<file path="config.mk">
export PLATFORM = sky130hd
export DESIGN_NAME = kalman_angle_filter_core
export DESIGN_NICKNAME = d
export VERILOG_FILES = /design/src/rtl/kaf_pkg.sv /design/src/rtl/kalman_angle_filter_core.sv /design/src/rtl/kaf_mul.sv /design/src/rtl/kaf_div.sv
export SDC_FILE = /design/constraint.sdc
export NUM_CORES = 2
export LEC_CHECK = 0
export ABC_AREA = 1
export ABC_CLOCK_PERIOD_IN_PS = 13680
export BUFFER_PORTS_ARGS = -buffer_cell sky130_fd_sc_hd__buf_2
export CORE_AREA = 2 2 526 397
export CTS_BUF_LIST = sky130_fd_sc_hd__clkbuf_4 sky130_fd_sc_hd__clkbuf_8
export DETAILED_ROUTE_END_ITERATION = 12
export DIE_AREA = 0 0 528 399
export HOLD_SLACK_MARGIN = 0.06
export PLACE_DENSITY_LB_ADDON = 0.15
export SLEW_MARGIN = 20
export SYNTH_ARGS = -nofsm -noshare
export SYNTH_HDL_FRONTEND = slang
export SYNTH_SLANG_ARGS = --single-unit
</file>
<file path="constraint.sdc">
create_clock -name clk -period 13.68 [get_ports clk]
set_input_delay 0 -clock clk [delete_from_list [all_inputs] [get_ports clk]]
set_output_delay 0 -clock clk [all_outputs]
set_load 0.02 [all_outputs]
</file>
<file path="src/rtl/kaf_pkg.sv">
// kaf_pkg: constants, register indices and op codes for the kalman angle filter
// no dependencies
package kaf_pkg;

  localparam int DATA_WIDTH_DEF = 32;
  localparam int FIX_W          = 32;
  localparam int NOISE_W        = 31;
  localparam int DT_W           = 16;

  localparam logic [NOISE_W-1:0] ANGLE_NOISE_RST   = 31'd16777;
  localparam logic [NOISE_W-1:0] BIAS_NOISE_RST    = 31'd50332;
  localparam logic [NOISE_W-1:0] MEASURE_NOISE_RST = 31'd503316;

  localparam logic [1:0] REG_ANGLE_NOISE   = 2'd0;
  localparam logic [1:0] REG_BIAS_NOISE    = 2'd1;
  localparam logic [1:0] REG_MEASURE_NOISE = 2'd2;

  localparam logic OP_UPDATE = 1'b0;
  localparam logic OP_LOAD   = 1'b1;

  localparam int SHIFT_Q16 = 16;
  localparam int SHIFT_Q24 = 24;

endpackage

</file>
<file path="src/rtl/kalman_angle_filter_core.sv">
// kalman angle filter: two-state (angle, gyro bias) fixed-point kalman filter
// An update transaction makes ten passes through one shared 16-bit-per-cycle multiplier
// and two passes of a one-bit-per-cycle divider, between prediction, innovation, output
// and handoff steps. With zero innovation variance the divider is skipped. A load
// transaction goes straight to the output step. in_tready is low while a transaction is in
// flight; a result still waiting on out_tready holds the next transaction at its output step.
// Depends on kaf_pkg, kaf_mul, kaf_div.
module kalman_angle_filter_core
  import kaf_pkg::*;
#(
  parameter int DATA_WIDTH = DATA_WIDTH_DEF
) (
  input  logic         clk,
  input  logic         rst_n,
  input  logic         in_tvalid,
  output logic         in_tready,
  input  logic [79:0]  in_tdata,  // measured_angle[31:0], measured_rate[63:32], time_step[79:64]
  input  logic         in_tuser,  // op
  output logic         out_tvalid,
  input  logic         out_tready,
  output logic [63:0]  out_tdata, // angle_estimate[31:0], unbiased_rate[63:32]
  input  logic         cfg_valid,
  output logic         cfg_ready,
  input  logic [1:0]   cfg_index,
  input  logic [30:0]  cfg_data
);

  localparam int W = DATA_WIDTH;
  localparam logic signed [W-1:0] SMAX = {1'b0, {(W-1){1'b1}}};
  localparam logic signed [W-1:0] SMIN = {1'b1, {(W-1){1'b0}}};

  localparam logic [4:0] S_IDLE = 5'd0,  S_PRED = 5'd1,  S_M1  = 5'd2,  S_M2 = 5'd3,
                         S_M3   = 5'd4,  S_M4   = 5'd5,  S_S   = 5'd6,  S_D0 = 5'd7,
                         S_D1   = 5'd8,  S_M5   = 5'd9,  S_M6  = 5'd10, S_M7 = 5'd11,
                         S_M8   = 5'd12, S_M9   = 5'd13, S_M10 = 5'd14, S_OUT = 5'd15,
                         S_WAIT = 5'd16;

  function automatic logic signed [W-1:0] sadd(input logic signed [W-1:0] a,
                                               input logic signed [W-1:0] b);
    logic signed [W:0] s;
    s = {a[W-1], a} + {b[W-1], b};
    if (s[W] != s[W-1]) return s[W] ? SMIN : SMAX;
    return s[W-1:0];
  endfunction

  function automatic logic signed [W-1:0] ssub(input logic signed [W-1:0] a,
                                               input logic signed [W-1:0] b);
    logic signed [W:0] s;
    s = {a[W-1], a} - {b[W-1], b};
    if (s[W] != s[W-1]) return s[W] ? SMIN : SMAX;
    return s[W-1:0];
  endfunction

  function automatic logic signed [W-1:0] sat32(input logic signed [31:0] v);
    if (W >= 32) return W'(v);
    if (v > 32'(SMAX)) return SMAX;
    if (v < 32'(SMIN)) return SMIN;
    return W'(v);
  endfunction

  // noise registers are unsigned, clipped to the positive range of the datapath
  function automatic logic signed [W-1:0] satn(input logic [NOISE_W-1:0] v);
    if (W > NOISE_W) return W'(v);
    if (32'(v) > 32'(SMAX)) return SMAX;
    return W'(v);
  endfunction

  function automatic logic [31:0] out32(input logic signed [W-1:0] v);
    if (W <= 32) return 32'(v);
    if (v > W'(32'sh7fffffff)) return 32'h7fffffff;
    if (v < -W'(33'sh80000000)) return 32'h80000000;
    return 32'(v);
  endfunction

  logic [4:0] st_r;
  logic [NOISE_W-1:0] an_r, bn_r, mn_r;
  logic signed [W-1:0] ang_r, bias_r, rate_r, aa_r, ab_r, ba_r, bb_r;
  logic signed [W-1:0] meas_r, dt_r, t_r, s_r, k0_r, k1_r, y_r, aa0_r, ab0_r;
  logic [63:0] out_r;
  logic ov_r, go_r;

  logic mstart, msh, mdone;
  logic signed [W-1:0] ma, mb, mres;
  logic dstart, ddone;
  logic signed [W-1:0] dnum, dquot;

  kaf_mul #(.DATA_WIDTH(W)) u_mul (
    .clk(clk), .rst_n(rst_n), .start(mstart), .op_a(ma), .op_b(mb), .sh24(msh),
    .done(mdone), .result(mres)
  );

  kaf_div #(.DATA_WIDTH(W)) u_div (
    .clk(clk), .rst_n(rst_n), .start(dstart), .num(dnum), .den(s_r),
    .done(ddone), .quot(dquot)
  );

  assign in_tready  = (st_r == S_IDLE);
  assign cfg_ready  = 1'b1;
  assign out_tvalid = ov_r;
  assign out_tdata  = out_r;

  // operand selection for the shared multiplier and the divider numerator
  always_comb begin
    ma = dt_r; mb = rate_r; msh = 1'b0; dnum = aa_r;
    unique case (st_r)
      S_M1:  begin ma = dt_r; mb = bb_r; end
      S_M2:  begin ma = dt_r; mb = t_r; end
      S_M3:  begin ma = satn(bn_r); mb = dt_r; end
      S_M4:  begin ma = dt_r; mb = rate_r; end
      S_D1:  dnum = ba_r;
      S_M5:  begin ma = k0_r; mb = y_r; msh = 1'b1; end
      S_M6:  begin ma = k1_r; mb = y_r; msh = 1'b1; end
      S_M7:  begin ma = k0_r; mb = aa0_r; msh = 1'b1; end
      S_M8:  begin ma = k0_r; mb = ab0_r; msh = 1'b1; end
      S_M9:  begin ma = k1_r; mb = aa0_r; msh = 1'b1; end
      S_M10: begin ma = k1_r; mb = ab0_r; msh = 1'b1; end
      default: ;
    endcase
  end

  assign mstart = go_r && (st_r == S_M1 || st_r == S_M2 || st_r == S_M3 || st_r == S_M4 ||
                  st_r == S_M5 || st_r == S_M6 || st_r == S_M7 || st_r == S_M8 ||
                  st_r == S_M9 || st_r == S_M10);
  assign dstart = go_r && (st_r == S_D0 || st_r == S_D1);

  always_ff @(posedge clk) begin
    if (!rst_n) begin
      st_r <= S_IDLE; ov_r <= 1'b0; go_r <= 1'b0;
      an_r <= ANGLE_NOISE_RST; bn_r <= BIAS_NOISE_RST; mn_r <= MEASURE_NOISE_RST;
      ang_r <= '0; bias_r <= '0; rate_r <= '0;
      aa_r <= '0; ab_r <= '0; ba_r <= '0; bb_r <= '0;
    end else begin
      go_r <= 1'b0;
      if (cfg_valid) begin
        unique case (cfg_index)
          REG_ANGLE_NOISE:   an_r <= cfg_data;
          REG_BIAS_NOISE:    bn_r <= cfg_data;
          REG_MEASURE_NOISE: mn_r <= cfg_data;
          default: ;
        endcase
      end
      if (ov_r && out_tready) ov_r <= 1'b0;
      unique case (st_r)
        S_IDLE: if (in_tvalid && in_tready) begin
          meas_r <= sat32(in_tdata[31:0]);
          dt_r   <= W'(in_tdata[79:64]);
          if (in_tuser == OP_LOAD) begin
            ang_r <= sat32(in_tdata[31:0]);
            st_r  <= S_OUT;
          end else begin
            rate_r <= ssub(sat32(in_tdata[63:32]), bias_r);
            st_r   <= S_PRED;
          end
        end
        S_PRED: begin st_r <= S_M4; go_r <= 1'b1; end
        S_M4: if (!go_r && mdone) begin
          ang_r <= sadd(ang_r, mres); st_r <= S_M1; go_r <= 1'b1;
        end
        S_M1: if (!go_r && mdone) begin
          t_r <= sadd(ssub(ssub(mres, ab_r), ba_r), satn(an_r));
          ab_r <= ssub(ab_r, mres);
          ba_r <= ssub(ba_r, mres);
          st_r <= S_M2; go_r <= 1'b1;
        end
        S_M2: if (!go_r && mdone) begin
          aa_r <= sadd(aa_r, mres); st_r <= S_M3; go_r <= 1'b1;
        end
        S_M3: if (!go_r && mdone) begin
          bb_r <= sadd(bb_r, mres); st_r <= S_S;
        end
        S_S: begin
          s_r <= sadd(aa_r, satn(mn_r));
          y_r <= ssub(meas_r, ang_r);
          aa0_r <= aa_r; ab0_r <= ab_r;
          k0_r <= '0; k1_r <= '0;
          st_r <= S_D0; go_r <= 1'b1;
        end
        S_D0: if (s_r == '0) begin
          st_r <= S_M5; go_r <= 1'b1;
        end else if (!go_r && ddone) begin
          k0_r <= dquot; st_r <= S_D1; go_r <= 1'b1;
        end
        S_D1: if (!go_r && ddone) begin
          k1_r <= dquot; st_r <= S_M5; go_r <= 1'b1;
        end
        S_M5: if (!go_r && mdone) begin
          ang_r <= sadd(ang_r, mres); st_r <= S_M6; go_r <= 1'b1;
        end
        S_M6: if (!go_r && mdone) begin
          bias_r <= sadd(bias_r, mres); st_r <= S_M7; go_r <= 1'b1;
        end
        S_M7: if (!go_r && mdone) begin
          aa_r <= ssub(aa_r, mres); st_r <= S_M8; go_r <= 1'b1;
        end
        S_M8: if (!go_r && mdone) begin
          ab_r <= ssub(ab_r, mres); st_r <= S_M9; go_r <= 1'b1;
        end
        S_M9: if (!go_r && mdone) begin
          ba_r <= ssub(ba_r, mres); st_r <= S_M10; go_r <= 1'b1;
        end
        S_M10: if (!go_r && mdone) begin
          bb_r <= ssub(bb_r, mres); st_r <= S_OUT;
        end
        // hold here until the previous result has left the output register
        S_OUT: if (!ov_r) begin
          out_r <= {out32(rate_r), out32(ang_r)};
          st_r <= S_WAIT;
        end
        S_WAIT: begin
          ov_r <= 1'b1; st_r <= S_IDLE;
        end
        default: st_r <= S_IDLE;
      endcase
    end
  end

endmodule

</file>
<file path="src/rtl/kaf_mul.sv">
// kaf_mul: multi-cycle signed fractional multiplier, 16 bits of one operand per cycle
// depends on kaf_pkg
module kaf_mul
  import kaf_pkg::*;
#(
  parameter int DATA_WIDTH = DATA_WIDTH_DEF
) (
  input  logic                         clk,
  input  logic                         rst_n,
  input  logic                         start,
  input  logic signed [DATA_WIDTH-1:0] op_a,
  input  logic signed [DATA_WIDTH-1:0] op_b,
  input  logic                         sh24,
  output logic                         done,
  output logic signed [DATA_WIDTH-1:0] result
);

  localparam int CHUNKS = (DATA_WIDTH + 15) / 16;
  localparam int BW     = CHUNKS * 16;
  localparam int PW     = 2 * BW;
  localparam int CW     = $clog2(CHUNKS + 1);
  localparam logic [DATA_WIDTH-1:0] MAXV = {1'b0, {(DATA_WIDTH-1){1'b1}}};

  logic [DATA_WIDTH-1:0] ma_r, ma_nxt;
  logic [BW-1:0]         mb_r, mb_nxt;
  logic [PW-1:0]         acc_r, acc_nxt;
  logic [CW-1:0]         cnt_r, cnt_nxt;
  logic                  busy_r, busy_nxt;
  logic                  neg_r, neg_nxt;
  logic                  sh_r, sh_nxt;
  logic                  done_r, done_nxt;
  logic [DATA_WIDTH-1:0] res_r, res_nxt;

  logic [DATA_WIDTH+15:0] part;
  logic [PW-1:0]          shifted;
  logic [PW-1:0]          lim;
  logic [DATA_WIDTH-1:0]  ua, ub;

  always_comb begin
    ua = op_a[DATA_WIDTH-1] ? DATA_WIDTH'(-op_a) : DATA_WIDTH'(op_a);
    ub = op_b[DATA_WIDTH-1] ? DATA_WIDTH'(-op_b) : DATA_WIDTH'(op_b);
    ma_nxt  = ma_r;
    mb_nxt  = mb_r;
    acc_nxt = acc_r;
    cnt_nxt = cnt_r;
    busy_nxt = busy_r;
    neg_nxt = neg_r;
    sh_nxt  = sh_r;
    done_nxt = 1'b0;
    res_nxt = res_r;
    part = ma_r * mb_r[BW-1:BW-16];
    shifted = sh_r ? (acc_r >> SHIFT_Q24) : (acc_r >> SHIFT_Q16);
    lim = neg_r ? PW'(MAXV) + PW'(1) : PW'(MAXV);
    if (start) begin
      ma_nxt  = ua;
      mb_nxt  = BW'(ub);
      acc_nxt = '0;
      cnt_nxt = '0;
      busy_nxt = 1'b1;
      neg_nxt = op_a[DATA_WIDTH-1] ^ op_b[DATA_WIDTH-1];
      sh_nxt  = sh24;
    end else if (busy_r) begin
      if (cnt_r == CW'(CHUNKS)) begin
        busy_nxt = 1'b0;
        done_nxt = 1'b1;
        if (shifted > lim) res_nxt = neg_r ? DATA_WIDTH'(-lim) : DATA_WIDTH'(lim);
        else res_nxt = neg_r ? DATA_WIDTH'(-shifted) : DATA_WIDTH'(shifted);
      end else begin
        // accumulate from the top chunk down
        acc_nxt = (acc_r << 16) + PW'(part);
        mb_nxt  = mb_r << 16;
        cnt_nxt = cnt_r + CW'(1);
      end
    end
  end

  always_ff @(posedge clk) begin
    if (!rst_n) begin
      busy_r <= 1'b0;
      done_r <= 1'b0;
      cnt_r  <= '0;
    end else begin
      busy_r <= busy_nxt;
      done_r <= done_nxt;
      cnt_r  <= cnt_nxt;
    end
    ma_r  <= ma_nxt;
    mb_r  <= mb_nxt;
    acc_r <= acc_nxt;
    neg_r <= neg_nxt;
    sh_r  <= sh_nxt;
    res_r <= res_nxt;
  end

  assign done   = done_r;
  assign result = res_r;

endmodule

</file>
<file path="src/rtl/kaf_div.sv">
// kaf_div: restoring divider, one quotient bit per cycle, result trunc(num*2^24/den) saturated
// depends on kaf_pkg
module kaf_div
  import kaf_pkg::*;
#(
  parameter int DATA_WIDTH = DATA_WIDTH_DEF
) (
  input  logic                         clk,
  input  logic                         rst_n,
  input  logic                         start,
  input  logic signed [DATA_WIDTH-1:0] num,
  input  logic signed [DATA_WIDTH-1:0] den,
  output logic                         done,
  output logic signed [DATA_WIDTH-1:0] quot
);

  localparam int STEPS = DATA_WIDTH + SHIFT_Q24;
  localparam int SW    = $clog2(STEPS + 1);
  localparam int RW    = DATA_WIDTH + 1;
  localparam logic [DATA_WIDTH-1:0] MAXV = {1'b0, {(DATA_WIDTH-1){1'b1}}};
  localparam logic [DATA_WIDTH:0]   CAP  = {1'b0, MAXV} + (DATA_WIDTH+1)'(2);

  logic [STEPS-1:0]      n_r;
  logic [DATA_WIDTH-1:0] d_r;
  logic [RW-1:0]         rem_r;
  logic [DATA_WIDTH:0]   q_r;
  logic [SW-1:0]         cnt_r;
  logic                  busy_r, neg_r, done_r;
  logic [DATA_WIDTH-1:0] quot_r;

  logic [RW:0]         trial;
  logic                ge;
  logic [DATA_WIDTH+1:0] qsh;
  logic [DATA_WIDTH:0] lim;
  logic [DATA_WIDTH-1:0] un, ud;

  always_comb begin
    un = num[DATA_WIDTH-1] ? DATA_WIDTH'(-num) : DATA_WIDTH'(num);
    ud = den[DATA_WIDTH-1] ? DATA_WIDTH'(-den) : DATA_WIDTH'(den);
    trial = {rem_r, n_r[STEPS-1]};
    ge = (trial >= (RW+1)'(d_r));
    qsh = {q_r, ge};
    lim = neg_r ? {1'b0, MAXV} + (DATA_WIDTH+1)'(1) : {1'b0, MAXV};
  end

  always_ff @(posedge clk) begin
    if (!rst_n) begin
      busy_r <= 1'b0;
      done_r <= 1'b0;
      cnt_r  <= '0;
    end else begin
      done_r <= 1'b0;
      if (start) begin
        busy_r <= 1'b1;
        cnt_r  <= '0;
      end else if (busy_r) begin
        if (cnt_r == SW'(STEPS)) begin
          busy_r <= 1'b0;
          done_r <= 1'b1;
        end else begin
          cnt_r <= cnt_r + SW'(1);
        end
      end
    end
    if (start) begin
      n_r   <= {un, {SHIFT_Q24{1'b0}}};
      d_r   <= ud;
      rem_r <= '0;
      q_r   <= '0;
      neg_r <= num[DATA_WIDTH-1] ^ den[DATA_WIDTH-1];
    end else if (busy_r && cnt_r != SW'(STEPS)) begin
      n_r <= n_r << 1;
      if (ge) begin
        rem_r <= RW'(trial - (RW+1)'(d_r));
      end else begin
        rem_r <= RW'(trial);
      end
      q_r <= (qsh > (DATA_WIDTH+2)'(CAP)) ? CAP : qsh[DATA_WIDTH:0];
    end else if (busy_r) begin
      quot_r <= (q_r > lim) ? (neg_r ? DATA_WIDTH'(-lim) : DATA_WIDTH'(lim))
                            : (neg_r ? DATA_WIDTH'(-q_r) : DATA_WIDTH'(q_r));
    end
  end

  assign done = done_r;
  assign quot = quot_r;

endmodule
</file>
Word-level counts from Yosys, hierarchy flattened
Index checks and enable logic that the tools add are counted.
{"block": "word_totals", "register_bits": 997, "latch_bits": 0, "ram_bits": 0, "mem_bits_ro": 0, "input_bits": 119, "wordCells": 503, "n_memories": 0}
{"block": "op_classes", "addsub": 26, "n_mul": 1, "n_div": 0, "order_cmp": 12, "n_eq_ne": 53, "shifts": 0, "muxes": 291, "bitwise": 12, "n_reduce_logical": 65}
{"cell": "32-bit two-way mux", "n": 111}
{"cell": "32-bit one-hot mux with 2 select lines", "n": 6}
{"cell": "32-bit by 32-bit subtractor with 33-bit output", "n": 8}
{"cell": "32-bit negation", "n": 8}
{"cell": "32-bit by 32-bit adder with 33-bit output", "n": 6}
{"cell": "32-bit one-hot mux with 3 select lines", "n": 2}
{"cell": "32-bit one-hot mux with 6 select lines", "n": 1}
{"cell": "1-bit two-way mux", "n": 146}
{"cell": "32-bit > comparator (second input constant)", "n": 4}
{"cell": "32-bit < comparator (second input constant)", "n": 4}
{"cell": "56-bit two-way mux", "n": 2}
{"cell": "5-bit one-hot mux with 16 select lines", "n": 1}
{"cell": "5-bit two-way mux", "n": 15}
{"cell": "33-bit two-way mux", "n": 2}
{"cell": "64-bit by 48-bit adder with 64-bit output", "n": 1}
{"cell": "31-bit two-way mux", "n": 2}
{"cell": "48-bit by 32-bit > comparator with 1-bit output", "n": 1}
{"cell": "32-bit by 16-bit multiplier with 48-bit output", "n": 1}
{"cell": "48-bit two-way mux", "n": 1}
{"cell": "5-bit by 4-bit == test with 1-bit output (second input constant)", "n": 8}
{"cell": "34-bit by 32-bit >= comparator with 1-bit output", "n": 1}
{"cell": "34-bit by 32-bit > comparator with 1-bit output (second input constant)", "n": 1}
{"cell": "33-bit by 32-bit > comparator with 1-bit output", "n": 1}
{"cell": "3-bit AND reduction", "n": 11}
{"cell": "other kinds (35)", "n": 116}

Logic depth before layout (Yosys ltp)
{"block": "depth", "word_depth": 31, "depth_mapped": 52, "ltp_nobuf": 47}

Cells and area by module
Synthesis repeated with hierarchy kept, for this count alone.
{"block": "hier_totals", "hier_cells": 13968, "area_unflattened_um2": 96303.6}
{"mod": "kalman_angle_filter_core", "instances": 1, "cells_each": 7984, "area_per_inst_um2": 54284.6, "seq_area_each_um2": 16575.9}
{"mod": "kaf_mul", "instances": 1, "cells_each": 4276, "area_per_inst_um2": 29965.0, "seq_area_each_um2": 4304.1}
{"mod": "kaf_div", "instances": 1, "cells_each": 1708, "area_per_inst_um2": 12054.1, "seq_area_each_um2": 4394.2}

Worst setup path after synthesis
Ideal clock, no wire load.
{"block": "synth_timing", "path_kind": "reg-to-reg", "start": "register st_r[4]", "end": "register out_r[0] (netlist: out_tdata[0]), enable pin", "setup_ns": 0.644, "t_arrival_ns": 6.811, "setup_slack_ns": 6.225, "stages_incl_launch_ff": 5, "path_cell_list": "dfxtp_1 > inv_1 > buf_6 > nand3_1 > nor4_1"}
{"block": "synth_between", "elab_chain_cells": 2}
{"item": "start, declared", "line": "kalman_angle_filter_core.sv:75", "text": "logic [4:0] st_r;"}
{"item": "start signal, assigned", "line": "kalman_angle_filter_core.sv:128", "text": "st_r <= S_IDLE; ov_r <= 1'b0; go_r <= 1'b0;"}
{"item": "start signal, assigned", "line": "kalman_angle_filter_core.sv:149", "text": "st_r <= S_OUT;"}
{"item": "start signal, assigned", "line": "kalman_angle_filter_core.sv:152", "text": "st_r <= S_PRED;"}
{"item": "5-bit by 4-bit == test with 1-bit output", "line": "kalman_angle_filter_core.sv:143", "text": "unique case (st_r)"}
{"item": "3-bit AND reduction (no source line)"}
{"item": "end signal, assigned", "line": "kalman_angle_filter_core.sv:206", "text": "out_r <= {out32(rate_r), out32(ang_r)};"}
{"item": "end, declared", "line": "kalman_angle_filter_core.sv:79", "text": "logic [63:0] out_r;"}
No other way between the ends.
A chain may end at the register's enable or synchronous reset.

Final worst setup path
{"block": "layout_timing", "start": "register u_mul.res_r[0] (netlist: u_mul.result[0])", "end": "register t_r[14] (data pin)"}
{"block": "layout_between", "elab_chain_cells": 27, "elab_cells_between_ends": 33, "classes_between": "3 x add/sub; 3 x eq/ne; 27 x mux"}
{"item": "start, declared", "line": "kaf_mul.sv:32", "text": "logic [DATA_WIDTH-1:0] res_r, res_nxt;"}
{"item": "start signal, assigned", "line": "kaf_mul.sv:92", "text": "res_r <= res_nxt;"}
{"item": "32-bit by 32-bit subtractor with 33-bit output *", "line": "kalman_angle_filter_core.sv:49", "text": "s = {a[W-1], a} - {b[W-1], b};"}
{"item": "1-bit inequality test", "line": "kalman_angle_filter_core.sv:50", "text": "if (s[W] != s[W-1]) return s[W] ? SMIN : SMAX;"}
{"item": "1-bit two-way mux", "line": "kalman_angle_filter_core.sv:50"}
{"item": "1-bit two-way mux", "line": "kalman_angle_filter_core.sv:159", "text": "S_M1: if (!go_r && mdone) begin"}
{"item": "1-bit two-way mux", "line": "kalman_angle_filter_core.sv:143"}
{"item": "1-bit two-way mux", "line": "kalman_angle_filter_core.sv:127", "text": "if (!rst_n) begin"}
{"item": "32-bit two-way mux *", "line": "kalman_angle_filter_core.sv:51", "text": "return s[W-1:0];"}
{"item": "32-bit two-way mux *", "line": "kalman_angle_filter_core.sv:159"}
{"item": "[... 11 more ...]"}
{"item": "32-bit two-way mux *", "line": "kalman_angle_filter_core.sv:127"}
{"item": "32-bit by 32-bit adder with 33-bit output *", "line": "kalman_angle_filter_core.sv:41", "text": "s = {a[W-1], a} + {b[W-1], b};"}
{"item": "1-bit inequality test", "line": "kalman_angle_filter_core.sv:42", "text": "if (s[W] != s[W-1]) return s[W] ? SMIN : SMAX;"}
{"item": "1-bit two-way mux", "line": "kalman_angle_filter_core.sv:42"}
{"item": "1-bit two-way mux", "line": "kalman_angle_filter_core.sv:159"}
{"item": "1-bit two-way mux", "line": "kalman_angle_filter_core.sv:143"}
{"item": "1-bit two-way mux", "line": "kalman_angle_filter_core.sv:127"}
{"item": "32-bit two-way mux *", "line": "kalman_angle_filter_core.sv:43", "text": "return s[W-1:0];"}
{"item": "end signal, assigned", "line": "kalman_angle_filter_core.sv:160", "text": "t_r <= sadd(ssub(ssub(mres, ab_r), ba_r), satn(an_r));"}
{"item": "end, declared", "line": "kalman_angle_filter_core.sv:78", "text": "logic signed [W-1:0] meas_r, dt_r, t_r, s_r, k0_r, k1_r, y_r, aa0_r, ab0_r;"}
Mark *: on every way between the ends. The rest lies on a longest branch, timed or not. The select of a mux whose other input is x is not followed.

==> results <==
- The die boundary width is 528 um.
- The number of warnings printed during yosys synthesis is 0.
- The total overflow left after global routing is 0.
- The total wire length after detailed routing is roughly 390,000 um.
- The initial antenna violation count is 15.
- The met3 routed wirelength is about 39,000 um.
- The required time of the critical path is between 10,000 and 15,000 ps.
- The total clock buffers created by CTS is around 190.
- The core outline area is ~210,000 um2.
- The final layout contains 14,400 nets.
- The post-route DRC violation count is 0.
- For this run, the top clock speed supported by timing is 0.0977 GHz.
- The placement row count is 144.
- The dominant cell type by count on the critical path is nand2_1.
- The top routing layer in use is met5.
- The count of pins over their slew limit is 0.
- Setup total negative slack on the finished layout was measured at 0 ps.
- Across all layers, the routed design uses about 90,000 vias.
- The actual slew at the worst max-slew pin is between 1000 and 1500 ps.
- The number of buffers and inverters on the critical path is 6.
- The maximum number of pins on one net before global-route repair is around 130.
- Data arrives at the worst endpoint at about 11,000 ps.
- The net count of the mapped netlist is between 10,000 and 15,000.
- Synthesis instantiated 70 different standard cells from the library.
- In the final routed layout, each cell accounts on average for ~24 um.
- The first global-routing pass estimated 567,000 um of wire.
- The wire-length estimate of the detail-placed layout is approximately 300,000 um.
- Max-cap violations in this run came to 0.
- The clock slew at the register clock pins of the worst setup and hold paths is ~70 ps.
- The number of routed nets with antenna violations is 0.
- The fraction of the cycle the final worst path needs is 0.748.
- The placer congestion estimate is around 1.1.
- The clock latency reported for the late side of the worst-skew pair is 990 ps.
- The final critical delay including setup and external delays is around 10,000 ps.
- The via count of the first global-routing pass is around 86,000.
- The height of the die is ~400 um.
- Setup violations remaining at the end of the flow were counted as 0.
- In this run, synthesis inferred about 530 flip-flops with an integrated enable.
- In this run the tool buffered the top-level ports with ~180 buffer cells.
- The largest fanout on the critical path is 31.
- The violation count after the first detailed-route iteration is between 9,000 and 10,000.
- Relative to the synthesized area, the layout overhead comes to 10.9%.
- Counting flops with an async set or reset pin after synthesis yields a share of 0.
- Detailed routing placed a total of 157,000 um of wire on met2.
- The CTS tree is yes.
- The number of H-tree levels is 4.
- The main flop type after synthesis is edfxtp_1.
- The category of the critical setup timing path is reg -> reg.
- The run finished with clean final reports.
- The deepest clock path buffer count is 4.
- The buffer type at the clock tree root is clkbuf_8.
- For the final database, setup skew stands at ~92 ps.
- The share of the Yosys chip area taken by registers is 0.274.
- The ratio of routed vias to standard cells is ~5.6.
- The share of final-layout standard cells stronger than drive strength 1 is 0.0584.
- The path type of the worst min-delay path is in -> reg.
- Once the clock tree was built, the resizer swapped 0 gates to a different size.
- Setup repair after global routing left no endpoint under its margin.
- In the final routing, the length of wire on met1 measures 173,000 um.
- STA classifies the critical path startpoint as a flip-flop.
- The initial utilization of the core area, before any placement, comes to 0.449.
- Headroom to the max-slew limit came out at 0.204.
- The delay of the slowest critical-path stage is 740 ps.
- In this design, the largest share of critical-path delay is due to compound AO/OA/AOI/OAI gates.
- The first-pass detailed-route iteration total is 6.
- In this run the cell area of the synthesized design comes to between 90,000 and 100,000 um2.
- Among all stages on the critical path, the largest delay is contributed by edfxtp_1.
- The synthesized design contains between 900 and 1,000 register bits.
- The final hold violation count was 0.
- A synthesized cell averages 7.17 um2.
- The total number of clock tree sinks is roughly 1,000.
- The nature of the critical path endpoint is a flip-flop.
- The area of the die is around 210,000 um2.
- Counting the fill cells in the layout gives 20,600.
- Across every metal layer, demand over resource in global routing totals 0.360.
- After technology mapping, the gate count stands at between 10,000 and 15,000.
- For this design the top-level I/O count stands at approximately 190.
[stage by stage]
| step | std cells | worst slack (ps) | utilization | cell area [um2] | hold slack, ps |
|---|---|---|---|---|---|
| 3_5_place_dp | 15400 | 3530 | 0.466 | 95500 | 178 |
| 6_report | 16000 | 3450 | 0.498 | 102000 | 191 |
| 5_1_grt | 16000 | 2690 | 0.498 | 102000 | 204 |
| 2_1_floorplan | 12900 | 6220 | - | 92100 | 98.9 |
| 4_1_cts | 16000 | 3490 | 0.498 | 102000 | 97.5 |
| 3_3_place_gp | 15400 | 3490 | 0.466 | 95500 | 178 |
[cells by family after synthesis]
kind of cell               count (synthesis)  synth area share
AOI/OAI and AO/OA                       2326             0.138
buffers and inverters                   2337            0.0978
adders and majority gates               1152             0.194
and+or+nand+nor                         5480             0.242
xor gates and xnor gates                 564            0.0537
other                                      1         0.0000407
DFF                                      997             0.274
[layout make-up]
cell class	instances	area (um2)	area share
multi-input cells	9523	58100	0.568
flip-flops and latches	997	25300	0.247
inverters	1858	6980	0.0683
repair buffers	569	4500	0.0441
well taps	2701	3380	0.0331
clock buffers	263	3250	0.0318
clock inverters	73	734	0.00719
diodes	4	10.0	0.0000979
[tightest hold or removal path: stages]
cell and delay, ps:
dlygate4sd3_1 520, buf_2 100, nand3_1 70, buf_4 250, a21oi_1 180
[worst paths after layout]
kind	start	end	slack (ps)	cells past startpoint
worst min-delay path	cfg_valid	mn_r[1]	190	5
worst max-delay path	u_mul.result[0]	t_r[14]	3450	42
worst min register to register	ab_r[21]	ab0_r[21]	450	0
worst max register to register	u_mul.result[0]	t_r[14]	3450	42
[state kept, by name, summed over array words and instances, names as in the netlist, 33 cells and up]
signal       flops
u_div.q_r       33
u_div.rem_r     33
u_mul.acc_r     64
out_tdata       64
[placed cells by master, fill, tap and decap left out, types with 392 or more instances in the layout]
cell      netlist  layout
nor2_1       1162    1145
fa_1          465     465
o21ai_0       766     766
edfxtp_1      531     531
a21oi_1      1105    1101
dfxtp_1       466     466
inv_1        1839    1837
nand3_1       517     516
xor2_1        392     392
ha_1          687     687
nand2_1      3383    3378
[synthesized netlist by cell type (10+ instances only)]
cell,instances,area share
nand3b_1,26,0.0021
a31oi_1,54,0.0037
o221ai_1,10,0.00095
xor2_1,392,0.037
nand2_2,11,0.00075
a21o_1,64,0.0052
dfxtp_1,466,0.10
nand2_1,3383,0.14
a211oi_1,13,0.0011
o2111ai_1,14,0.0013
xnor2_1,171,0.016
o211ai_1,61,0.0050
buf_2,102,0.0055
inv_1,1839,0.075
o21a_1,52,0.0042
nand4_1,91,0.0062
nor3_1,146,0.0079
edfxtp_1,531,0.17
nor2_2,15,0.0010
a21oi_1,1105,0.060
o21bai_1,73,0.0059
o21ai_1,43,0.0023
nand3_1,517,0.028
inv_2,15,0.00061
nor2_1,1162,0.047
clkbuf_1,346,0.014
a21boi_0,23,0.0019
fa_1,465,0.10
or2_2,18,0.0012
ha_1,687,0.093
o21ai_0,766,0.042
nor4_1,59,0.0040
[timing repair]
action,4_1_cts,5_1_grt
hold buffers,265,0
endpoints found under the setup margin,0,0
buffers inserted,0,0
endpoints found under the hold margin,343,0
[metal layers]
metal / vias up / GRT usage
met5: - / 0
met4: 6 / 0.152
met3: 676 / 0.0764
met2: 4269 / 0.518
met1: 43300 / 0.518
li1: 42000 / -
Power is left out: the tool's default activity adds up to more than one toggle a clock period on the data nets, which glitch-free logic cannot reach.
